### src/lrcc_pkg.sv
// ============================================================================
// lrcc_pkg: shared types and constants for the lane run centroid classifier
// Register map indexes, lane side codes, register reset values.
// ============================================================================
`default_nettype none

package lrcc_pkg;

  // Configuration port
  localparam int CFG_ADDR_BITS = 4;
  localparam int CFG_DATA_BITS = 32;

  // Register indexes (byte address = 4 * index)
  localparam logic [1:0] REG_LEFT_BOUNDARY   = 2'd0;
  localparam logic [1:0] REG_CENTER_BOUNDARY = 2'd1;
  localparam logic [1:0] REG_RIGHT_RUN_LIMIT = 2'd2;

  // Register reset values
  localparam int LEFT_BOUNDARY_RST   = 115;
  localparam int CENTER_BOUNDARY_RST = 320;
  localparam int RIGHT_RUN_LIMIT_RST = 80;

  // Lane side codes
  localparam logic [1:0] SIDE_LEFT   = 2'd0;
  localparam logic [1:0] SIDE_CENTER = 2'd1;
  localparam logic [1:0] SIDE_RIGHT  = 2'd2;

  // Verdict on one finished run
  typedef struct packed {
    logic       keep;
    logic [1:0] side;
  } run_class_t;

endpackage

`default_nettype wire

### src/lane_run_centroid_classifier_core.sv
// ============================================================================
// lane_run_centroid_classifier_core: lane marking run detector, top level
// Input beat register, run tracker, result register and APB register file.
// ============================================================================
// Flow: a pixel beat is captured in the input register and classified as it
//   leaves it; a reported marking lands in the result register (out_tvalid).
// Throughput: one pixel per cycle unless the output side stalls; the open-run
//   update is a single compare and increment, done in the cycle the beat
//   leaves the input register.
// Reset (rst_n low, synchronous): both stages empty, no run open, registers
//   back to left_boundary 115, center_boundary 320, right_run_limit 80.
`default_nettype none

module lane_run_centroid_classifier_core
  import lrcc_pkg::*;
#(
  parameter int COORD_BITS = 10
) (
  input  wire logic                                  clk,
  input  wire logic                                  rst_n,
  // pixel stream
  input  wire logic                                  in_tvalid,
  output logic                                       in_tready,
  // [COORD_BITS-1:0] column, [2*COORD_BITS-1:COORD_BITS] row, zero pad above
  input  wire logic [((2*COORD_BITS+7)/8)*8-1:0]     in_tdata,
  // [0] pixel_set
  input  wire logic                                  in_tuser,
  input  wire logic                                  in_tlast,      // row_end
  // marking stream
  output logic                                       out_tvalid,
  input  wire logic                                  out_tready,
  // [COORD_BITS-1:0] mark_column, [2*COORD_BITS-1:COORD_BITS] mark_row, zero pad
  output logic      [((2*COORD_BITS+7)/8)*8-1:0]     out_tdata,
  // [1:0] lane_side
  output logic      [1:0]                            out_tuser,
  // configuration
  input  wire logic                                  cfg_psel,
  input  wire logic                                  cfg_penable,
  input  wire logic                                  cfg_pwrite,
  input  wire logic [CFG_ADDR_BITS-1:0]              cfg_paddr,
  input  wire logic [CFG_DATA_BITS-1:0]              cfg_pwdata,
  output logic      [CFG_DATA_BITS-1:0]              cfg_prdata,
  output logic                                       cfg_pready
);

  localparam int DATA_BITS = ((2*COORD_BITS+7)/8)*8;

  // ---------------------------------------------------------------------------
  // Register file
  // ---------------------------------------------------------------------------
  logic [COORD_BITS-1:0] left_boundary_r;
  logic [COORD_BITS-1:0] center_boundary_r;
  logic [COORD_BITS:0]   right_run_limit_r;
  logic                  cfg_wr;
  logic [1:0]            cfg_idx;

  assign cfg_pready = 1'b1;
  assign cfg_idx    = cfg_paddr[3:2];
  assign cfg_wr     = cfg_psel && cfg_penable && cfg_pwrite && cfg_pready;

  always_ff @(posedge clk) begin
    if (!rst_n) begin
      left_boundary_r   <= COORD_BITS'(LEFT_BOUNDARY_RST);
      center_boundary_r <= COORD_BITS'(CENTER_BOUNDARY_RST);
      right_run_limit_r <= (COORD_BITS+1)'(RIGHT_RUN_LIMIT_RST);
    end else if (cfg_wr) begin
      case (cfg_idx)
        REG_LEFT_BOUNDARY:   left_boundary_r   <= cfg_pwdata[COORD_BITS-1:0];
        REG_CENTER_BOUNDARY: center_boundary_r <= cfg_pwdata[COORD_BITS-1:0];
        REG_RIGHT_RUN_LIMIT: right_run_limit_r <= cfg_pwdata[COORD_BITS:0];
        default: ;  // unmapped: write ignored
      endcase
    end
  end

  always_comb begin
    case (cfg_idx)
      REG_LEFT_BOUNDARY:   cfg_prdata = CFG_DATA_BITS'(left_boundary_r);
      REG_CENTER_BOUNDARY: cfg_prdata = CFG_DATA_BITS'(center_boundary_r);
      REG_RIGHT_RUN_LIMIT: cfg_prdata = CFG_DATA_BITS'(right_run_limit_r);
      default:             cfg_prdata = '0;
    endcase
  end

  // ---------------------------------------------------------------------------
  // Input beat register. It drains whenever the result register has room,
  // so a new beat is taken every cycle unless the output side stalls.
  // ---------------------------------------------------------------------------
  logic                  s1_valid_r;
  logic                  s1_set_r;
  logic [COORD_BITS-1:0] s1_column_r;
  logic [COORD_BITS-1:0] s1_row_r;
  logic                  s1_end_r;
  logic                  s1_fire;
  logic                  in_fire;

  logic                  out_valid_r;
  logic [COORD_BITS-1:0] mark_column_r;
  logic [COORD_BITS-1:0] mark_row_r;
  logic [1:0]            lane_side_r;

  assign s1_fire   = s1_valid_r && (!out_valid_r || out_tready);
  assign in_tready = !s1_valid_r || s1_fire;
  assign in_fire   = in_tvalid && in_tready;

  always_ff @(posedge clk) begin
    if (!rst_n) begin
      s1_valid_r <= 1'b0;
    end else if (in_tready) begin
      s1_valid_r <= in_tvalid;
    end
  end

  always_ff @(posedge clk) begin
    if (in_fire) begin
      s1_set_r    <= in_tuser;
      s1_column_r <= in_tdata[COORD_BITS-1:0];
      s1_row_r    <= in_tdata[2*COORD_BITS-1:COORD_BITS];
      s1_end_r    <= in_tlast;
    end
  end

  // ---------------------------------------------------------------------------
  // Run tracking and classification
  // ---------------------------------------------------------------------------
  logic                  emit;
  logic [COORD_BITS-1:0] mark_column;
  logic [COORD_BITS-1:0] mark_row;
  logic [1:0]            lane_side;

  lrcc_run_tracker #(.COORD_BITS(COORD_BITS)) u_tracker (
    .clk             (clk),
    .rst_n           (rst_n),
    .step            (s1_fire),
    .pixel_set       (s1_set_r),
    .column          (s1_column_r),
    .row             (s1_row_r),
    .row_end         (s1_end_r),
    .left_boundary   (left_boundary_r),
    .center_boundary (center_boundary_r),
    .right_run_limit (right_run_limit_r),
    .emit            (emit),
    .mark_column     (mark_column),
    .mark_row        (mark_row),
    .lane_side       (lane_side)
  );

  // ---------------------------------------------------------------------------
  // Result register
  // ---------------------------------------------------------------------------
  always_ff @(posedge clk) begin
    if (!rst_n) begin
      out_valid_r <= 1'b0;
    end else if (s1_fire) begin
      out_valid_r <= emit;
    end else if (out_tready) begin
      out_valid_r <= 1'b0;
    end
  end

  always_ff @(posedge clk) begin
    if (s1_fire && emit) begin
      mark_column_r <= mark_column;
      mark_row_r    <= mark_row;
      lane_side_r   <= lane_side;
    end
  end

  assign out_tvalid = out_valid_r;
  assign out_tdata  = DATA_BITS'({mark_row_r, mark_column_r});
  assign out_tuser  = lane_side_r;

endmodule

`default_nettype wire

### src/lrcc_classifier.sv
// ============================================================================
// lrcc_classifier: classify one finished run
// Mean column, run length, side decision and the right-run length filter.
// ============================================================================
`default_nettype none

module lrcc_classifier
  import lrcc_pkg::*;
#(
  parameter int COORD_BITS = 10
) (
  input  wire logic [COORD_BITS-1:0] first,
  input  wire logic [COORD_BITS-1:0] last,
  input  wire logic [COORD_BITS-1:0] left_boundary,
  input  wire logic [COORD_BITS-1:0] center_boundary,
  input  wire logic [COORD_BITS:0]   right_run_limit,
  output logic      [COORD_BITS-1:0] mean,
  output run_class_t                 verdict
);

  logic [COORD_BITS:0] sum;
  logic [COORD_BITS:0] run_len;

  assign sum  = {1'b0, first} + {1'b0, last};
  assign mean = sum[COORD_BITS:1];

  always_comb begin
    if (last >= first) begin
      run_len = {1'b0, last} - {1'b0, first} + (COORD_BITS+1)'(1);
    end else begin
      run_len = (COORD_BITS+1)'(1);
    end
  end

  always_comb begin
    if (mean < left_boundary) begin
      verdict.side = SIDE_LEFT;
      verdict.keep = 1'b1;
    end else if ((mean > left_boundary) && (mean < center_boundary)) begin
      verdict.side = SIDE_CENTER;
      verdict.keep = 1'b1;
    end else begin
      // mean equal to the left boundary lands here as well
      verdict.side = SIDE_RIGHT;
      verdict.keep = (run_len < right_run_limit);
    end
  end

endmodule

`default_nettype wire

### src/lrcc_run_tracker.sv
// ============================================================================
// lrcc_run_tracker: open-run state and result selection
// Tracks the run in progress and picks the run that finishes on each beat.
// ============================================================================
`default_nettype none

module lrcc_run_tracker
  import lrcc_pkg::*;
#(
  parameter int COORD_BITS = 10
) (
  input  wire logic                  clk,
  input  wire logic                  rst_n,
  input  wire logic                  step,
  input  wire logic                  pixel_set,
  input  wire logic [COORD_BITS-1:0] column,
  input  wire logic [COORD_BITS-1:0] row,
  input  wire logic                  row_end,
  input  wire logic [COORD_BITS-1:0] left_boundary,
  input  wire logic [COORD_BITS-1:0] center_boundary,
  input  wire logic [COORD_BITS:0]   right_run_limit,
  output logic                       emit,
  output logic      [COORD_BITS-1:0] mark_column,
  output logic      [COORD_BITS-1:0] mark_row,
  output logic      [1:0]            lane_side
);

  logic                  run_open_r;
  logic [COORD_BITS-1:0] run_first_r, run_first_nxt;
  logic [COORD_BITS-1:0] run_last_r,  run_last_nxt;
  logic [COORD_BITS-1:0] run_row_r,   run_row_nxt;
  logic                  run_open_nxt;

  logic                  extend;
  logic                  old_emit;
  logic                  end_emit;
  logic [COORD_BITS-1:0] old_mean, end_mean;
  logic [COORD_BITS-1:0] end_first, end_row;
  run_class_t            old_verdict, end_verdict;

  // one column past run_last, no wrap to zero
  assign extend = run_open_r && pixel_set && (row == run_row_r) &&
                  ({1'b0, column} == ({1'b0, run_last_r} + (COORD_BITS+1)'(1)));

  // run closed by this beat
  lrcc_classifier #(.COORD_BITS(COORD_BITS)) u_old_cls (
    .first           (run_first_r),
    .last            (run_last_r),
    .left_boundary   (left_boundary),
    .center_boundary (center_boundary),
    .right_run_limit (right_run_limit),
    .mean            (old_mean),
    .verdict         (old_verdict)
  );

  // run that the row end closes, including this pixel
  assign end_first = extend ? run_first_r : column;
  assign end_row   = extend ? run_row_r   : row;

  lrcc_classifier #(.COORD_BITS(COORD_BITS)) u_end_cls (
    .first           (end_first),
    .last            (column),
    .left_boundary   (left_boundary),
    .center_boundary (center_boundary),
    .right_run_limit (right_run_limit),
    .mean            (end_mean),
    .verdict         (end_verdict)
  );

  assign old_emit = run_open_r && !extend && old_verdict.keep;
  // a row-end run is dropped when the older run already reported
  assign end_emit = row_end && pixel_set && !old_emit && end_verdict.keep;
  assign emit     = old_emit || end_emit;

  assign mark_column = old_emit ? old_mean          : end_mean;
  assign mark_row    = old_emit ? run_row_r         : end_row;
  assign lane_side   = old_emit ? old_verdict.side  : end_verdict.side;

  always_comb begin
    run_open_nxt  = run_open_r;
    run_first_nxt = run_first_r;
    run_last_nxt  = run_last_r;
    run_row_nxt   = run_row_r;
    if (step) begin
      run_open_nxt = pixel_set && !row_end;
      if (pixel_set && !row_end) begin
        run_last_nxt = column;
        if (!extend) begin
          run_first_nxt = column;
          run_row_nxt   = row;
        end
      end
    end
  end

  always_ff @(posedge clk) begin
    if (!rst_n) begin
      run_open_r  <= 1'b0;
      run_first_r <= '0;
      run_last_r  <= '0;
      run_row_r   <= '0;
    end else begin
      run_open_r  <= run_open_nxt;
      run_first_r <= run_first_nxt;
      run_last_r  <= run_last_nxt;
      run_row_r   <= run_row_nxt;
    end
  end

  a_row_end_closes: assert property (@(posedge clk) disable iff (!rst_n)
    step && row_end |=> !run_open_r)
    else $error("run still open after row end");

  a_extend_advances: assert property (@(posedge clk) disable iff (!rst_n)
    step && extend && !row_end |=> run_last_r == $past(run_last_r) + COORD_BITS'(1))
    else $error("extended run did not advance by one column");

  a_run_ordered: assert property (@(posedge clk) disable iff (!rst_n)
    run_open_r |-> run_first_r <= run_last_r)
    else $error("open run has first column past last column");

endmodule

`default_nettype wire

### config.mk
export PLATFORM = sky130hd
export DESIGN_NAME = lane_run_centroid_classifier_core
export DESIGN_NICKNAME = d
export VERILOG_FILES = /design/src/lrcc_pkg.sv /design/src/lane_run_centroid_classifier_core.sv /design/src/lrcc_classifier.sv /design/src/lrcc_run_tracker.sv
export SDC_FILE = /design/constraint.sdc
export NUM_CORES = 1
export LEC_CHECK = 0
export ABC_AREA = 1
export BUFFER_PORTS_ARGS = -buffer_cell sky130_fd_sc_hd__buf_2
export CAP_MARGIN = 20
export CORE_ASPECT_RATIO = 1.1
export CORE_MARGIN = 2
export CORE_UTILIZATION = 45
export CTS_BUF_LIST = sky130_fd_sc_hd__clkbuf_4 sky130_fd_sc_hd__clkbuf_8
export DETAILED_ROUTE_END_ITERATION = 6
export GPL_ROUTABILITY_DRIVEN = 1
export PLACE_DENSITY = 0.75
export SLEW_MARGIN = 0
export SYNTH_ARGS = -nofsm -noshare
export SYNTH_HDL_FRONTEND = slang
export SYNTH_HIERARCHICAL = 1
export SYNTH_SLANG_ARGS = --single-unit
### constraint.sdc
create_clock -name clk -period 8.5 [get_ports clk]
set_input_delay 1.7 -clock clk [delete_from_list [all_inputs] [get_ports clk]]
set_output_delay 1.7 -clock clk [all_outputs]
set_load 0.01 [all_outputs]
==> flow_summary.ini <==
[power_and_ir_drop]
power.switching_mw = 0.519
p_leak_nw = 5.17
pwr-share-clk_pct = 24.7
seqPwrFrac_pct = 43.1
p_sw_share_pct = 38.1
power_frac_comb_pct = 32.2
irDropWorstVdd_v = 0.0000947
p_per_area_nw_per_um2 = 135
p_int_mw = 0.844

[detailed_routing]
ant_nets = 0
drtIter0Drc = 601
via_per_inst = 5.10
first_pass_iters = 5
drc = 0
drt-wirelength-per-cell_um = 14.1
vias = 8446
routed_wl_um = 23400

[clock_tree]
tritoncts = built
clk_transition_reported_paths_ps = 130
cts_sinks = 108
cts-resized-gates = 0
holdBufCountCts = 0
cts_buffers = 9
clockRootBuffer = clkbuf_8
cts.path.max_buffers = 2
cts_max_level = 3
clk_latency_ps = 410
postCtsSetupBuffers = 0

[outcome]
status = complete, no violations

[sta]
setup_total_negative_slack_ps = 0
timing.fmax_mhz = 151
finalHoldViolations = 0
slew_headroom_pct = 30.3
period_needed_ps = 6630
fin_skew_ps = 22.0
tightest_slew_ps = 1040
finalCritPeriodShare_pct = 78.0
finalMaxSlewViolations = 0
setup_violations = 0
rsz0062_at_grt = no
hold_ws_ps = 529

[floorplanning]
io_pins = 130
core_um2 = 20600
die_h_um = 156
rows = 55
initial_core_util_pct = 45.7
die_area_um2 = 22100
die_w_um = 142

[global_route]
grt_pass1_wl_um = 37300
grt_overflow = 0
antenna_found_initial = 0
track_usage_pct = 21.2
first_global_vias = 7740
grt_start_max_net_pins = 51

[critical_path]
reg2reg_to = out_tuser[0]
crit_family = simple AND/OR/NAND/NOR gates
worstSetupPathType = flip-flop to flip-flop
worstPathArrival_ps = 6740
r2r_start = u_tracker/run_last_r[0]
r2r_cells = 30
crit_path_frequent_cell = nand2_1
startpoint_type = flip-flop
cp.required_ps = 8600
worst-path-buf-inv = 3
crit_fanout = 12
endpoint_kind = flip-flop
crit_slowest_cell = dfxtp_1
cp_slowest_stage_delay_ps = 570
reg2reg_slack_ps = 1870

[placed_design]
placedCellCount = 1640
place_congestion = 0.925
hpwl_um = 18300
io_buffer_count = 76

[hold_path]
hp-class = flip-flop to flip-flop
hold_end = s1_valid_r
min_from = s1_valid_r
worstHoldPathCells = 2

[cells_and_area]
instances_no_fill = 1657
top_register = right_run_limit_r
drive_gt1_share_pct = 9.99
area_growth_pct = 7.16
antenna_cells = 0
largest_register_ffs = 11
post-route-util_pct = 49.0
nets = 1598

[synth]
netlist.area_leader.share_pct = 16.1
synth_async_sr_flop_share_pct = 0
synth_edf_count = 44
syn_inst = 1335
synth_area_leaders = ha_1 (16%), edfxtp_1 (14%), dfxtp_1 (14%)
synth_area_um2 = 9410
synth.avg_cell_area_um2 = 7.05
synth_common_cells = nand2_1 (294), inv_1 (255), nor2_1 (142), ha_1 (121), nand3_1 (93)
yosysMostFrequentCell = nand2_1
seq_area_frac_synth_pct = 27.7
yosysUniqueCellTypes = 44
yosysTopAreaCell = ha_1
ys.flop_type = dfxtp_1
ys_seq_elements = 108
yosysWarnings = 6

[flow_run]
cap_viol_max_count = 0
==> metal layers <==
metal / vias up / share of wire [%] / GRT usage [%]
li1: 4291 / - / -
met1: 3828 / 43 / 26.2
met2: 274 / 47 / 36.4
met3: 53 / 6.6 / 3.56
met4: 0 / 3.4 / 9.19
met5: - / 0 / 0
==> logic make-up (layout without fill, tap and decap cells) <==
family / count (synthesis) / count (layout) / share of synthesized area, %
buf+inv: 310 / 352 / 14.2
xor+xnor: 29 / 29 / 2.70
compound gates: 170 / 170 / 10.5
simple gates: 583 / 583 / 26.2
flops: 108 / 108 / 27.7
fa+ha+maj: 133 / 133 / 18.7
other cells: 2 / 26 / 0.0798
==> power groups by stage <==
stage / registers [mW] / logic [mW] / clock network (mW)
after CTS: 0.586 / 0.434 / 0.343
after global routing: 0.589 / 0.501 / 0.360
after detailed placement: 0.598 / 0.431 / 0
final: 0.587 / 0.439 / 0.337
after global placement: 0.597 / 0.416 / 0
after floorplan: 0.591 / 0.332 / 0
==> layout by cell type (no fill, tap or decap), types with 18 or more instances in the layout <==
cell type / instances
nor2_1: 141
ha_1: 121
nand2_1: 294
a21oi_1: 72
xor2_1: 19
nand3_1: 93
buf_2: 76
conb_1: 26
o21ai_0: 45
nand4_1: 18
edfxtp_1: 44
inv_1: 255
dfxtp_1: 64
==> worst max-delay path by stage <==
stage,endpoint,depth (start not counted),startpoint
after global placement,out_tuser[0],30,u_tracker/run_last_r[1]
after global routing,out_tuser[1],30,u_tracker/run_last_r[1]
final,out_tuser[0],30,u_tracker/run_last_r[0]
after detailed placement,out_tuser[0],30,u_tracker/run_last_r[0]
after floorplan,mark_column_r[0],36,u_tracker/run_last_r[1]
after CTS,out_tuser[0],30,u_tracker/run_last_r[0]
==> metrics by stage <==
| stage | cell area [um^2] | power, mW | setup WS, ps |
|---|---|---|---|
| floorplan | 9500 | 0.924 | 2430 |
| global placement | 9850 | 1.01 | 1560 |
| detailed placement | 9850 | 1.03 | 1380 |
| CTS | 10100 | 1.36 | 1330 |
| global route | 10100 | 1.45 | 1370 |
| finish | 10100 | 1.36 | 1870 |
==> worst reg2reg max path: cells and delay by family, from the launching register on <==
kind            cells  cell delay [ps]
simple gates       17             2750
flops               1              570
compound gates      7             1510
fa+ha+maj           3             1010
buf+inv             3              500
==> area by class of cell <==
| cell class | count | area, um^2 |
|---|---|---|
| sequential | 108 | 2600 |
| clock buffer | 9 | 124 |
| multi-input combinational | 941 | 5570 |
| timing repair buffer | 80 | 414 |
| tap | 256 | 320 |
| clock inverter | 7 | 91.3 |
| inverter | 256 | 961 |
| fill | 2052 | 10500 |
Note: power is estimated with default switching activity, not from simulation.
